===== src/tvms_pkg.sv =====
package tvms_pkg;

    // message delimiters
    localparam logic [7:0] CH_END       = 8'h00;
    localparam logic [7:0] CH_TAG_END   = 8'h3D;
    localparam logic [7:0] CH_VALUE_END = 8'h60;

    // result kinds
    localparam logic [1:0] KIND_TAG   = 2'd0;
    localparam logic [1:0] KIND_VALUE = 2'd1;
    localparam logic [1:0] KIND_DONE  = 2'd2;

    // field lengths and entry counts never exceed 64
    localparam int unsigned NUM_W = 7;

    // close request passed from front to back
    typedef struct packed {
        logic             run;
        logic             is_value;
        logic [NUM_W-1:0] len;
        logic [NUM_W-1:0] idx;
        logic             done;
        logic [NUM_W-1:0] count;
    } close_req_t;

    typedef enum logic [1:0] {
        B_IDLE,
        B_READ,
        B_EMIT,
        B_DONE
    } back_state_t;

endpackage


===== src/tvms_queue.sv =====
module tvms_queue import tvms_pkg::*; #(
    parameter int DEPTH = 32,
    parameter int AW    = 5
) (
    input  logic             aclk,
    input  logic             aresetn,
    // front side
    input  logic             wr_bank,
    input  logic             wr_en,
    input  logic [AW-1:0]    wr_addr,
    input  logic [7:0]       wr_data,
    input  logic             push,
    input  close_req_t       push_req,
    output logic             slot_busy,
    // back side
    input  logic             pop,
    output logic             head_valid,
    output close_req_t       head_req,
    input  logic [AW-1:0]    rd_addr,
    output logic [7:0]       rd_data
);

    logic [7:0]  buf_mem [2][DEPTH];
    close_req_t  req_reg [2];
    logic [1:0]  valid_reg;
    logic        rd_bank_reg;
    logic [7:0]  rd_data_reg;

    // one request slot per buffer bank
    always_ff @(posedge aclk) begin
        if (!aresetn) begin
            valid_reg   <= '0;
            rd_bank_reg <= 1'b0;
        end else begin
            if (push) begin
                valid_reg[wr_bank] <= 1'b1;
            end
            if (pop) begin
                valid_reg[rd_bank_reg] <= 1'b0;
                rd_bank_reg            <= ~rd_bank_reg;
            end
        end
    end

    always_ff @(posedge aclk) begin
        if (push) begin
            req_reg[wr_bank] <= push_req;
        end
    end

    // field byte store, registered read
    always_ff @(posedge aclk) begin
        if (wr_en) begin
            buf_mem[wr_bank][wr_addr] <= wr_data;
        end
        rd_data_reg <= buf_mem[rd_bank_reg][rd_addr];
    end

    assign slot_busy  = valid_reg[wr_bank];
    assign head_valid = valid_reg[rd_bank_reg];
    assign head_req   = req_reg[rd_bank_reg];
    assign rd_data    = rd_data_reg;

endmodule


===== src/tvms_front.sv =====
module tvms_front import tvms_pkg::*; #(
    parameter int MAX_ENTRIES = 32,
    parameter int TAG_LIMIT   = 16,
    parameter int VALUE_LIMIT = 32,
    parameter int DEPTH       = 32,
    parameter int AW          = 5,
    parameter int LEN_W       = 6,
    parameter int CW          = 6
) (
    input  logic          aclk,
    input  logic          aresetn,
    input  logic          s_valid,
    output logic          s_ready,
    input  logic [7:0]    s_msg_byte,
    input  logic          slot_busy,
    output logic          wr_bank,
    output logic          wr_en,
    output logic [AW-1:0] wr_addr,
    output logic [7:0]    wr_data,
    output logic          push,
    output close_req_t    push_req
);

    localparam logic [LEN_W-1:0] TAG_LIM = LEN_W'(TAG_LIMIT);
    localparam logic [LEN_W-1:0] VAL_LIM = LEN_W'(VALUE_LIMIT);
    localparam logic [LEN_W-1:0] BUF_LEN = LEN_W'(DEPTH);
    localparam logic [CW-1:0]    CNT_MAX = CW'(MAX_ENTRIES);

    logic [LEN_W-1:0] len_reg, len_next;
    logic [CW-1:0]    cnt_reg, cnt_next;
    logic             bank_reg, bank_next;
    logic             accept;
    logic             full;
    logic             tag_fits, val_fits;
    logic [CW-1:0]    cnt_inc;

    assign s_ready  = ~slot_busy;
    assign accept   = s_valid & s_ready;
    assign full     = (cnt_reg >= CNT_MAX);
    assign tag_fits = (len_reg < TAG_LIM) && (len_reg < BUF_LEN);
    assign val_fits = (len_reg < VAL_LIM) && (len_reg < BUF_LEN);
    assign cnt_inc  = cnt_reg + CW'(1);

    // classify the incoming byte, store field bytes and build the close request
    always_comb begin
        len_next = len_reg;
        cnt_next = cnt_reg;
        bank_next = bank_reg;
        wr_en    = 1'b0;
        push     = 1'b0;
        push_req = '0;
        push_req.len = NUM_W'(len_reg);
        push_req.idx = NUM_W'(cnt_reg);
        if (accept) begin
            if (s_msg_byte == CH_END) begin
                push_req.run      = ~full & val_fits;
                push_req.is_value = 1'b1;
                push_req.done     = 1'b1;
                push_req.count    = (~full & val_fits) ? NUM_W'(cnt_inc) : NUM_W'(cnt_reg);
                push      = 1'b1;
                bank_next = ~bank_reg;
                len_next  = '0;
                cnt_next  = '0;
            end else if (!full) begin
                if (s_msg_byte == CH_TAG_END) begin
                    push_req.run = tag_fits;
                    push      = tag_fits;
                    bank_next = bank_reg ^ tag_fits;
                    len_next  = '0;
                end else if (s_msg_byte == CH_VALUE_END) begin
                    push_req.run      = val_fits;
                    push_req.is_value = 1'b1;
                    push      = val_fits;
                    bank_next = bank_reg ^ val_fits;
                    len_next  = '0;
                    if (val_fits) begin
                        cnt_next = cnt_inc;
                    end
                end else if (len_reg < BUF_LEN) begin
                    wr_en    = 1'b1;
                    len_next = len_reg + LEN_W'(1);
                end
            end
        end
    end

    assign wr_bank = bank_reg;
    assign wr_addr = len_reg[AW-1:0];
    assign wr_data = s_msg_byte;

    always_ff @(posedge aclk) begin
        if (!aresetn) begin
            len_reg  <= '0;
            cnt_reg  <= '0;
            bank_reg <= 1'b0;
        end else begin
            len_reg  <= len_next;
            cnt_reg  <= cnt_next;
            bank_reg <= bank_next;
        end
    end

endmodule


===== src/tvms_back.sv =====
module tvms_back import tvms_pkg::*; #(
    parameter int AW    = 5,
    parameter int LEN_W = 6
) (
    input  logic          aclk,
    input  logic          aresetn,
    input  logic          head_valid,
    input  close_req_t    head_req,
    output logic          pop,
    output logic [AW-1:0] rd_addr,
    input  logic [7:0]    rd_data,
    output logic          m_valid,
    input  logic          m_ready,
    output logic [1:0]    m_field_kind,
    output logic [4:0]    m_entry_index,
    output logic [4:0]    m_char_pos,
    output logic [7:0]    m_char_byte,
    output logic          m_run_last,
    output logic [5:0]    m_entry_count
);

    back_state_t      state_reg, state_next;
    close_req_t       req_reg, req_next;
    logic [LEN_W-1:0] pos_reg, pos_next;
    logic             m_valid_reg, m_valid_next;
    logic [1:0]       kind_reg, kind_next;
    logic [4:0]       idx_reg, idx_next;
    logic [4:0]       cpos_reg, cpos_next;
    logic [7:0]       char_reg, char_next;
    logic             last_reg, last_next;
    logic [5:0]       count_reg, count_next;
    logic             load_ok;
    logic             load;
    logic             at_end;
    logic [NUM_W-1:0] pos_w;

    assign load_ok = ~m_valid_reg | m_ready;
    assign pos_w   = NUM_W'(pos_reg);
    assign at_end  = (pos_w == req_reg.len);
    assign rd_addr = pos_reg[AW-1:0];

    // next state
    always_comb begin
        state_next = state_reg;
        req_next   = req_reg;
        pos_next   = pos_reg;
        case (state_reg)
            B_IDLE: begin
                if (head_valid) begin
                    req_next   = head_req;
                    pos_next   = '0;
                    state_next = head_req.run ? B_READ : B_DONE;
                end
            end
            B_READ: begin
                state_next = B_EMIT;
            end
            B_EMIT: begin
                if (load_ok) begin
                    if (at_end) begin
                        state_next = req_reg.done ? B_DONE : B_IDLE;
                    end else begin
                        pos_next   = pos_reg + LEN_W'(1);
                        state_next = B_READ;
                    end
                end
            end
            B_DONE: begin
                if (load_ok) begin
                    state_next = B_IDLE;
                end
            end
            default: begin
                state_next = B_IDLE;
            end
        endcase
    end

    // result register load and queue release
    always_comb begin
        load       = 1'b0;
        pop        = 1'b0;
        kind_next  = kind_reg;
        idx_next   = idx_reg;
        cpos_next  = cpos_reg;
        char_next  = char_reg;
        last_next  = last_reg;
        count_next = count_reg;
        case (state_reg)
            B_EMIT: begin
                if (load_ok) begin
                    load       = 1'b1;
                    pop        = at_end & ~req_reg.done;
                    kind_next  = req_reg.is_value ? KIND_VALUE : KIND_TAG;
                    idx_next   = req_reg.idx[4:0];
                    cpos_next  = pos_w[4:0];
                    char_next  = at_end ? 8'h00 : rd_data;
                    last_next  = at_end;
                    count_next = '0;
                end
            end
            B_DONE: begin
                if (load_ok) begin
                    load       = 1'b1;
                    pop        = 1'b1;
                    kind_next  = KIND_DONE;
                    idx_next   = '0;
                    cpos_next  = '0;
                    char_next  = 8'h00;
                    last_next  = 1'b1;
                    count_next = req_reg.count[5:0];
                end
            end
            default: begin
                load = 1'b0;
            end
        endcase
        m_valid_next = load | (m_valid_reg & ~m_ready);
    end

    always_ff @(posedge aclk) begin
        if (!aresetn) begin
            state_reg   <= B_IDLE;
            m_valid_reg <= 1'b0;
        end else begin
            state_reg   <= state_next;
            m_valid_reg <= m_valid_next;
        end
    end

    always_ff @(posedge aclk) begin
        req_reg   <= req_next;
        pos_reg   <= pos_next;
        kind_reg  <= kind_next;
        idx_reg   <= idx_next;
        cpos_reg  <= cpos_next;
        char_reg  <= char_next;
        last_reg  <= last_next;
        count_reg <= count_next;
    end

    assign m_valid       = m_valid_reg;
    assign m_field_kind  = kind_reg;
    assign m_entry_index = idx_reg;
    assign m_char_pos    = cpos_reg;
    assign m_char_byte   = char_reg;
    assign m_run_last    = last_reg;
    assign m_entry_count = count_reg;

endmodule


===== src/tag_value_message_splitter.sv =====
// path: closing byte, queue slot, back idle, read and emit states, result register; bare done:
// idle then done. throughput: one byte per cycle into the front unless slot_busy; the back visits
// idle per request, read and emit per character (registered buffer read), done for a done result
// two buffer banks let the front fill one field while the back drains the previous one
// reset: synchronous active-low aresetn clears counts, bank pointers, state and output valid
module tag_value_message_splitter import tvms_pkg::*; #(
    parameter int MAX_ENTRIES = 32,
    parameter int TAG_LIMIT   = 16,
    parameter int VALUE_LIMIT = 32
) (
    input  logic       aclk,
    input  logic       aresetn,
    input  logic       s_valid,
    output logic       s_ready,
    input  logic [7:0] s_msg_byte,
    output logic       m_valid,
    input  logic       m_ready,
    output logic [1:0] m_field_kind,
    output logic [4:0] m_entry_index,
    output logic [4:0] m_char_pos,
    output logic [7:0] m_char_byte,
    output logic       m_run_last,
    output logic [5:0] m_entry_count
);

    localparam int DEPTH = (TAG_LIMIT > VALUE_LIMIT) ? TAG_LIMIT : VALUE_LIMIT;
    localparam int AW    = $clog2(DEPTH);
    localparam int LEN_W = $clog2(DEPTH + 1);
    localparam int CW    = $clog2(MAX_ENTRIES + 1);

    logic          wr_bank;
    logic          wr_en;
    logic [AW-1:0] wr_addr;
    logic [7:0]    wr_data;
    logic          push;
    close_req_t    push_req;
    logic          slot_busy;
    logic          pop;
    logic          head_valid;
    close_req_t    head_req;
    logic [AW-1:0] rd_addr;
    logic [7:0]    rd_data;

    // byte intake and field classification
    tvms_front #(
        .MAX_ENTRIES (MAX_ENTRIES),
        .TAG_LIMIT   (TAG_LIMIT),
        .VALUE_LIMIT (VALUE_LIMIT),
        .DEPTH       (DEPTH),
        .AW          (AW),
        .LEN_W       (LEN_W),
        .CW          (CW)
    ) u_front (
        .aclk       (aclk),
        .aresetn    (aresetn),
        .s_valid    (s_valid),
        .s_ready    (s_ready),
        .s_msg_byte (s_msg_byte),
        .slot_busy  (slot_busy),
        .wr_bank    (wr_bank),
        .wr_en      (wr_en),
        .wr_addr    (wr_addr),
        .wr_data    (wr_data),
        .push       (push),
        .push_req   (push_req)
    );

    // banked field buffer and close request queue
    tvms_queue #(
        .DEPTH (DEPTH),
        .AW    (AW)
    ) u_queue (
        .aclk       (aclk),
        .aresetn    (aresetn),
        .wr_bank    (wr_bank),
        .wr_en      (wr_en),
        .wr_addr    (wr_addr),
        .wr_data    (wr_data),
        .push       (push),
        .push_req   (push_req),
        .slot_busy  (slot_busy),
        .pop        (pop),
        .head_valid (head_valid),
        .head_req   (head_req),
        .rd_addr    (rd_addr),
        .rd_data    (rd_data)
    );

    // run emission
    tvms_back #(
        .AW    (AW),
        .LEN_W (LEN_W)
    ) u_back (
        .aclk          (aclk),
        .aresetn       (aresetn),
        .head_valid    (head_valid),
        .head_req      (head_req),
        .pop           (pop),
        .rd_addr       (rd_addr),
        .rd_data       (rd_data),
        .m_valid       (m_valid),
        .m_ready       (m_ready),
        .m_field_kind  (m_field_kind),
        .m_entry_index (m_entry_index),
        .m_char_pos    (m_char_pos),
        .m_char_byte   (m_char_byte),
        .m_run_last    (m_run_last),
        .m_entry_count (m_entry_count)
    );

endmodule

===== config.mk =====
export PLATFORM = sky130hd
export DESIGN_NAME = tag_value_message_splitter
export DESIGN_NICKNAME = d
export VERILOG_FILES = /design/src/tvms_pkg.sv /design/src/tvms_queue.sv /design/src/tvms_front.sv /design/src/tvms_back.sv /design/src/tag_value_message_splitter.sv
export SDC_FILE = /design/constraint.sdc
export NUM_CORES = 1
export LEC_CHECK = 0
export ABC_AREA = 1
export BUFFER_PORTS_ARGS = -buffer_cell sky130_fd_sc_hd__buf_4
export CAP_MARGIN = 25
export CELL_PAD_IN_SITES_DETAIL_PLACEMENT = 1
export CELL_PAD_IN_SITES_GLOBAL_PLACEMENT = 1
export CORE_MARGIN = 5
export CORE_UTILIZATION = 46
export CTS_CLUSTER_DIAMETER = 150
export DETAILED_ROUTE_END_ITERATION = 8
export PLACE_DENSITY_LB_ADDON = 0.1
export SETUP_SLACK_MARGIN = 0.4
export SLEW_MARGIN = 40
export SYNTH_ARGS = -nofsm -noshare
export SYNTH_HDL_FRONTEND = slang
export SYNTH_SLANG_ARGS = --single-unit
export TNS_END_PERCENT = 1

===== constraint.sdc =====
create_clock -name aclk -period 5.1 [get_ports aclk]
set_input_delay 0.255 -clock aclk [delete_from_list [all_inputs] [get_ports aclk]]
set_output_delay 0.255 -clock aclk [all_outputs]
set_load 0.02 [all_outputs]

-- After elaboration in Yosys (flattened, before gate mapping)
Memories as Yosys holds them, arrays and structs flattened. A register that Yosys moved wholly into a read port is not among the register bits.
Index checks and enable logic that the tools add are counted.
- reduce and logical (&&, ||, !) cells: 20
- bitwise operators: 20
- order comparisons: 10
- $add $sub $neg: 3
- div/mod/pow operators: 0
- $mul: 0
- equal/unequal tests: 12
- multiplexer cells: 92
- shift operators: 0
- operator list (cell ; number):
    256-bit 2-to-1 mux ; 1
    6-bit 2-to-1 mux ; 16
    8-bit 2-to-1 mux ; 8
    8-bit binary-select mux with 5-bit select ; 1
    8-bit demux with 5-bit select ; 1
    1-bit 2-to-1 mux ; 36
    2-bit 2-to-1 mux ; 15
    6-bit one-hot mux with 2 select lines ; 2
    5-bit one-hot mux with 2 select lines ; 2
    6-bit by 1-bit adder with 6-bit output, second input constant ; 3
    6-bit >= comparator, second input constant ; 3
    8-bit one-hot mux with 2 select lines ; 1
    5-bit 2-to-1 mux ; 3
    5-bit inverter with 6-bit output ; 2
    3-bit AND reduction ; 4
    8-bit by 6-bit equality test with 1-bit output, second input constant ; 1
    8-bit by 7-bit equality test with 1-bit output, second input constant ; 1
    8-bit logical NOT ; 1
    2-bit one-hot mux with 4 select lines ; 1
    2-bit nonzero test ; 4
    6-bit by 7-bit equality test with 1-bit output ; 1
    1-bit inverter ; 7
    6-bit by 1-bit less-than comparator with 1-bit output, second input constant ; 1
    6-bit by 5-bit less-than comparator with 1-bit output, second input constant ; 1
    24 further kinds ; 41
- memory bits (read-only): 0
- output and inout port bits: 29
- flip-flop bits (word level): 80
- bits in latches: 0
- input bits: 12
- RAM bits: 556
- memories kept: 2
- memories (memory ; depth ; width ; rd ports ; clocked after memory_dff ; wr ports ; RTL line ; RTL):
    u_queue.buf_mem ; 2 ; 256 ; 1 ; 1 ; 1 ; tvms_queue.sv:23 ; logic [7:0] buf_mem [2][DEPTH];
    u_queue.req_reg ; 2 ; 22 ; 1 ; 1 ; 1 ; tvms_queue.sv:24 ; close_req_t req_reg [2];

-- Longest topological paths before layout
Gate-level depths: netlist of run 1.
- word-level depth: 10
- mapped depth: 15
- depth with buffers taken out: 13

-- Cells and area by module
Synthesis of run 1 repeated with hierarchy kept, for this count alone.
- cells, all modules: 2361
- area total of the unflattened synthesis: 26514.2 µm²
- by module, submodules not included (module ; cells an instance ; seq. area each (µm²) ; area an instance (µm²) ; instances):
    tvms_queue ; 1977 ; 17056.4 ; 23033.3 ; 1
    tvms_back ; 212 ; 1651.6 ; 2321.0 ; 1
    tvms_front ; 172 ; 260.2 ; 1159.9 ; 1

-- Worst setup path after synthesis of run 1
Ideal clock, no wire load.
- path type: reg2reg
- start: reg u_back.m_valid_reg, in the netlist u_back.m_valid
- end: reg with a tool-made name
- buffers on the path: 0
- clock period less this slack: 2.194 ns
- slack: 2.906 ns
- data required time: 4.980 ns
- cell stages (with the launch flop): 7
- data arrival time: 2.074 ns
- path through: dfxtp_1 > inv_1 > nor2_1 > nor2_1 > nand3_1 > nand2_1 > nor2_1
- RTL lines (what ; RTL line ; RTL):
    from (decl) ; tvms_back.sv:25 ; logic m_valid_reg, m_valid_next;
    from (signal assigned) ; tvms_back.sv:127 ; m_valid_reg <= m_valid_next;

-- Worst setup path in the final report of run 1
- start: reg u_front.bank_reg, in the netlist u_front.wr_bank
- end: mem u_queue.buf_mem[1][173] (netlist bit) (enable)
- longest elaborated chain between the ends: 7
- ends and longest elaborated chain (what ; RTL line ; RTL):
    from (decl) ; tvms_front.sv:31 ; logic bank_reg, bank_next;
    from (signal assigned) ; tvms_front.sv:99 ; bank_reg <= bank_next;
    1-bit 2-to-1 mux (implied by the code) (2 in a row) ; tvms_queue.sv:59 ; assign slot_busy = valid_reg[wr_bank];
    1-bit inverter ; tvms_front.sv:37 ; assign s_ready = ~slot_busy;
    1-bit AND ; tvms_front.sv:38 ; assign accept = s_valid & s_ready;
    1-bit 2-to-1 mux ; tvms_front.sv:54 ; if (accept) begin
    1-bit 2-to-1 mux ; tvms_queue.sv:53 ; if (wr_en) begin
    256-bit 2-to-1 mux (implied by the code) ; tvms_queue.sv:54 ; buf_mem[wr_bank][wr_addr] <= wr_data;
    to (decl) ; tvms_queue.sv:23 ;
Several ways; a longest one is shown, not always the timed one. The select of a mux whose other input is x is not followed.

==> run_results.csv, run 1 <==
group,metric,value,unit
synth,syn_area,0.0258,mm^2
outcome,status,"finished clean",
power_and_ir_drop,p_per_area,393,mW/mm^2
synth,ys_seq_elements,632,
cells_and_area,area_growth,11.9,%
critical_path,critPathMaxFanout,34,
critical_path,path_delay_family,"simple AND/OR/NAND/NOR gates",
floorplanning,dieHeight,247,um
critical_path,slowest_stage,"nor2_4",
global_route,grtUsageTotal,23.7,%
cts,cts_setup_buffers,0,
timing,fin_worst_skew,21.5,ps
cts,clk_pin_slew_worst_paths,60,ps
critical_path,crit_top_cell,"nand2_1",
global_route,grt_max_degree,147,
critical_path,rr_endpoint,"u_queue.buf_mem[1][173]$_DFFE_PP_",
cells_and_area,final_net_count,2331,
drt,wl_per_cell,23.2,um
drt,routed_wl,72100,um
drt,vias_per_cell,5.46,
floorplanning,ios,41,
critical_path,ff2ff_setup_slack,1930,ps
cells_and_area,final_layout_size_suffix_gt1_share,7.58,%
critical_path,path_cells,"buf_4, nand2_1, nand2_1, nor2_1, nand3_2, nor2_4, nand2_1, nor2_1",
critical_path,slowest_delay,600,ps
floorplanning,rows,86,
cells_and_area,num_antenna_cells,0,
floorplanning,coreArea,0.0554,mm^2
synth,mappedNetlistNets,2311,
placed_design,port_buffers,40,
critical_path,crit_buf_inv,1,
critical_path,startpoint,"u_front.wr_bank$_SDFFE_PN0P_",
critical_path,rr_startpoint,"u_front.wr_bank$_SDFFE_PN0P_",
global_route,grt_pass1_wl,108000,um
drt,route.vias.total,17000,
critical_path,worstRegToRegCells,8,
drt,drc,0,
floorplanning,start_util,46.6,%
floorplanning,die_x,247,um
placed_design,gp_congestion,0.805,
placed_design,dpl.hpwl,42900,um
critical_path,critPathArrivalTime,3400,ps
cts,htree_levels,3,
cells_and_area,utilization,52.2,%
drt,dr.pass1.iters,5,
critical_path,crit_required,5330,ps
drt,ant_nets,0,
timing,hold_viol_final,0,
power_and_ir_drop,vdd_drop_max,0.276,mV
timing,fin_crit,3170,ps
timing,max_freq,0.315,GHz
timing,finalCritPeriodShare,62.2,%
timing,setup_violations,0,
worst_hold_path,min_path_type,"input pin to flop",
job,drv_cap,0,
global_route,grt_pass1_vias,17900,
critical_path,path_class,"flop to flop",
cts,clkLatencyLatePin,600,ps
synth,synth_cell_types,32,
synth,yosysSeqAreaShare,72.3,%
global_route,antenna_found_initial,0,
critical_path,start_kind,"flop",
synth,ys.warnings.count,0,
critical_path,endpoint,"u_queue.buf_mem[1][173]$_DFFE_PP_",
synth,synth.avg_cell_area,11.3,um^2
global_route,gr-total-overflow,0,
timing,maxSlewViolCount,0,
critical_path,critical_path_depth,8,
cts,clock_path_buffers,3,
synth,synth_cells,2292,
cells_and_area,largest_reg_flops,512,
cts,cts_tree,"built",
cts,ctsRootBufferMaster,"clkbuf_16",
cts,numCtsBuffers,69,
drt,first_iter_violations,1432,
timing,max_slew_margin,43.0,%
floorplanning,dieArea,0.0610,mm^2
worst_hold_path,whs_path_depth,1,
timing,worst_slew_pin_slew,852,ps
critical_path,crit_path_end_kind,"flop",
timing,setup_tns,0,ps
timing,rsz0062_at_grt,"false",
cts,cts_num_sinks,632,
power_and_ir_drop,p_leak,0.0104,uW
## worst reg2reg max path: stages (launching register included)
cell,delay (ps)
dfxtp_2,330
buf_4,340
nand2_1,140
nand2_1,90
nor2_1,270
nand3_2,280
nor2_4,600
nand2_1,180
nor2_1,560
## per-stage QoR
| stage | hold WS, ps | std cells | cell area, um^2 | setup WS [ps] | power [uW] |
|---|---|---|---|---|---|
| after global routing | 215 | 3110 | 28900 | 1720 | 11800 |
| after CTS | 211 | 3110 | 28900 | 1950 | 11400 |
| final | 222 | 3110 | 28900 | 1930 | 11400 |
| after global placement | 469 | 2986 | 26800 | 1440 | 6740 |
| after floorplan | 354 | 2292 | 25800 | 2910 | 6330 |
| after detailed placement | 508 | 2986 | 26800 | 1580 | 6750 |
## cells by family after synthesis
logic type	count (synthesis)	synth area share [%]
buf+inv	221	3.60
compound gates	308	6.18
simple gates	1114	17.2
flops	632	72.3
xor+xnor	10	0.339
fa+ha+maj	7	0.339
## how the worst min path moves through the flow
| stage | slack (ps) | from | endpoint |
|---|---|---|---|
| 6_report | 220 | s_msg_byte[3] | u_queue.buf_mem[0][155]$_DFFE_PP_ |
| 5_1_grt | 210 | s_msg_byte[3] | u_queue.buf_mem[1][139]$_DFFE_PP_ |
| 4_1_cts | 210 | s_msg_byte[3] | u_queue.buf_mem[0][155]$_DFFE_PP_ |
| 3_5_place_dp | 510 | u_front.len_reg[5]$_SDFFE_PN0P_ | u_queue.req_reg[0][19]$_DFFE_PP_ |
| 3_3_place_gp | 470 | u_front.len_reg[5]$_SDFFE_PN0P_ | u_queue.req_reg[0][19]$_DFFE_PP_ |
| 2_1_floorplan | 350 | s_msg_byte[0] | u_queue.buf_mem[0][0]$_DFFE_PP_ |
## area by class of cell
cell class / instances / area, um^2
multi-input cells: 1439 / 6240
fillers: 5824 / 26500
clock inverters: 32 / 250
repair buffers: 64 / 547
inverters: 106 / 410
flip-flops and latches: 632 / 18700
clock buffers: 89 / 1840
well taps: 748 / 936
## per-layer routing
metal  GRT usage (%)  share of wire [%]  vias to the layer above
li1                -                  -                     7879
met5               0                  0                        -
met3            4.24                5.9                      122
met4            6.91                2.9                        0
met1            32.1                 43                     8511
met2            39.7                 49                      460
## cells in the mapped netlist
cell	count	share of area [%]
o211ai_1	17	0.49
o21a_1	1	0.029
nor3_1	4	0.077
ha_1	7	0.34
dfxtp_1	28	2.2
inv_1	102	1.5
inv_2	3	0.044
edfxtp_1	604	70
nand3_2	2	0.077
o21ai_0	211	4.1
buf_1	10	0.15
xnor2_1	5	0.17
nor2_2	1	0.024
xor2_1	5	0.17
o21ai_1	37	0.72
and2_1	1	0.024
buf_4	5	0.15
buf_6	2	0.087
inv_4	1	0.024
nand2_2	4	0.097
or2_2	9	0.22
a21oi_1	38	0.74
a211oi_1	2	0.058
clkbuf_1	46	0.67
nand3_1	122	2.4
nor2_1	497	7.2
a21boi_1	2	0.058
buf_2	52	1.0
nand4_1	8	0.19
nand2_1	459	6.7
nor2_4	4	0.17
and3_1	3	0.073
## layout by cell type (no fill, tap or decap), types with 3 or more instances in the layout
cell and count:
nor2_4 5, nand4_1 8, buf_6 9, dlygate4sd3_1 3, edfxtp_1 604, a21oi_1 38
o211ai_1 17, nor2_2 3, clkinv_1 18, nand3_1 122, dfxtp_1 26, clkinv_2 9
bufinv_16 4, ha_1 7, clkbuf_16 71, xor2_1 5, nor2_1 494, xnor2_1 5
o21ai_0 211, and3_1 3, or2_2 9, nand2_1 459, nand2_2 4, inv_1 99
nor3_1 3, o21ai_1 37, clkbuf_1 18, buf_4 50
## what timing repair did
item	4_1_cts	5_1_grt
endpoints found under the setup margin	0	0
resized for setup	0	0
hold endpoints to repair	10	0
hold buffers	3	0
## report_power, final
part	switching, uW	total (uW)	internal, uW
registers	38.7	5790	5750
logic	645	856	211
clock network	1980	4720	2750
Note: power is estimated with default switching activity, not from simulation.
==> run 2, diff against run 1 <==
- clock period: 5.1 -> 3.05 ns (I/O delays scaled with it)
==> run_results.csv, run 2 (synthesis results as in run 1) <==
group,metric,value,unit
cells_and_area,final_common_cell,"edfxtp_1",
placed_design,dpl.hpwl,45700,um
cells_and_area,design_area,0.0297,mm^2
floorplanning,dieHeight,247,um
timing,worst_slew_pin_slew,818,ps
cts,cts_num_sinks,632,
global_route,grtUsageTotal,24.3,%
worst_hold_path,min_path_type,"input pin to flop",
drt,wl_met3,3960,um
floorplanning,ios,41,
cts,htree_levels,3,
critical_path,start_kind,"input pin",
cts,clock_path_buffers,3,
floorplanning,dieArea,0.0610,mm^2
cells_and_area,final_net_count,2414,
cells_and_area,mostFrequentLayoutCells,"604 x edfxtp_1, 494 x nor2_1, 459 x nand2_1, 211 x o21ai_0, 138 x buf_4",
cells_and_area,area_growth,14.8,%
timing,fin_crit,2640,ps
global_route,grt_pass1_vias,18400,
drt,wl_per_cell,23.0,um
power_and_ir_drop,power_frac_comb,7.6,%
cts,numCtsBuffers,68,
timing,holdWs,140,ps
drt,routed-wl-met2,35300,um
global_route,grt_max_degree,114,
timing,finalCritPeriodShare,86.6,%
drt,vias_per_cell,5.45,
placed_design,gp_congestion,0.830,
floorplanning,start_util,46.6,%
drt,routed_wl,73500,um
floorplanning,rows,86,
global_route,gr-total-overflow,0,
timing,max_slew_margin,45.5,%
global_route,antenna_found_initial,2,
timing,setup_violations,0,
drt,routed.top_layer,"met5",
outcome,status,"finished clean",
timing,worst_slack,408,ps
timing,setup_tns,0,ps
floorplanning,die_x,247,um
timing,hold_viol_final,0,
timing,rsz0062_at_grt,"true",
drt,routedLengthMet1,31900,um
placed_design,pre_cts_slack,402,ps
drt,drc,0,
critical_path,critPathArrivalTime,2870,ps
cts,cts_tree,"built",
power_and_ir_drop,p_sw_share,23.2,%
placed_design,placed_cell_area,0.0274,mm^2
floorplanning,coreArea,0.0554,mm^2
critical_path,path_class,"input pin to flop",
critical_path,crit_required,3280,ps
drt,ant_nets,0,
critical_path,critPathMaxFanout,9,
critical_path,ff2ff_setup_slack,480,ps
global_route,grt_pass1_wl,111000,um
power_and_ir_drop,p_int,14900,uW
power_and_ir_drop,p_per_area,653,mW/mm^2
power_and_ir_drop,vdd_drop_max,0.557,mV
job,drv_cap,0,
drt,first_iter_violations,1215,
power_and_ir_drop,seq_power_share,49.9,%
drt,dr.pass1.iters,5,
cts,clk_pin_slew_worst_paths,60,ps
timing,fin_worst_skew,22.6,ps
power_and_ir_drop,p_leak,0.0109,uW
placed_design,port_buffers,40,
cts,clkLatencyLatePin,600,ps
power_and_ir_drop,switchingPower,4500,uW
timing,maxSlewViolCount,0,
cells_and_area,largest_reg_flops,512,
critical_path,crit_path_end_kind,"flop",
drt,route.vias.total,17400,
cells_and_area,final_layout_size_suffix_gt1_share,11.0,%
timing,max_freq,0.379,GHz
power_and_ir_drop,clkPwrFrac,42.5,%
cts,ctsRootBufferMaster,"clkbuf_16",
==> run 2: changes by cell type in the layout (fill, tap and decap cells not counted), sizes merged <==
cell and delta:
buf +84, clkinv -6, clkbuf +1, bufinv +3, diode +1, inv +2
==> run 2: through the flow <==
stage | total power (uW) | std cells | util, %
2_1_floorplan | 10600 | 2292 | -
3_3_place_gp | 11300 | 3069 | 49.5
3_5_place_dp | 11300 | 3069 | 49.5
4_1_cts | 19500 | 3193 | 53.5
5_1_grt | 20100 | 3194 | 53.5
6_report | 19400 | 3195 | 53.5
==> run 2: final timing paths <==
path,start,to,cells past startpoint
min,s_msg_byte[6],u_queue.buf_mem[1][158]$_DFFE_PP_,2
max,s_msg_byte[1],u_queue.buf_mem[1][38]$_DFFE_PP_,12
min reg2reg,u_queue.req_reg[0][4]$_DFFE_PP_,u_back.req_reg[4]$_DFFE_PP_,2
max reg2reg,u_front.wr_bank$_SDFFE_PN0P_,u_queue.buf_mem[1][38]$_DFFE_PP_,8
==> run 2: what timing repair did <==
| item | 4_1_cts | 5_1_grt |
|---|---|---|
| endpoints found under the setup margin | 0 | 37 |
| hold endpoints to repair | 20 | 0 |
| setup buffers | 0 | 0 |
| resized for setup | 0 | 1 |
| hold buffers | 3 | 0 |
==> run 2: per-layer routing <==
metal	vias to the layer above	global-route usage (%)
li1	8038	-
met1	8812	32.7
met2	416	39.9
met3	134	4.57
met4	2	8.29
met5	-	0
==> run 2: cell type report <==
class	count	area (um^2)
Multi-Input combinational cell	1439	6230
Inverter	106	405
Antenna cell	1	2.50
Clock buffer	90	1870
Timing Repair Buffer	148	1200
Tap cell	748	936
Sequential cell	632	18700
Fill cell	5798	25700
Clock inverter	31	325
==> run 2: power by group through the flow <==
stage	Sequential (uW)	Clock [uW]	Combinational (uW)
2_1_floorplan	9850	0	739
3_3_place_gp	9850	0	1450
3_5_place_dp	9850	0	1480
4_1_cts	9670	8380	1490
5_1_grt	9670	8780	1610
6_report	9670	8230	1480
==> run 2: worst max-delay path, cell delays in order <==
cell and delay, ps:
dlygate4sd3_1 520, buf_4 210, nor2_1 60, nand2_1 80
inv_1 60, nand2_2 120, nand3_2 140, inv_1 130
nand3_2 220, nor2_4 450, nand2_1 130, nor2_1 570
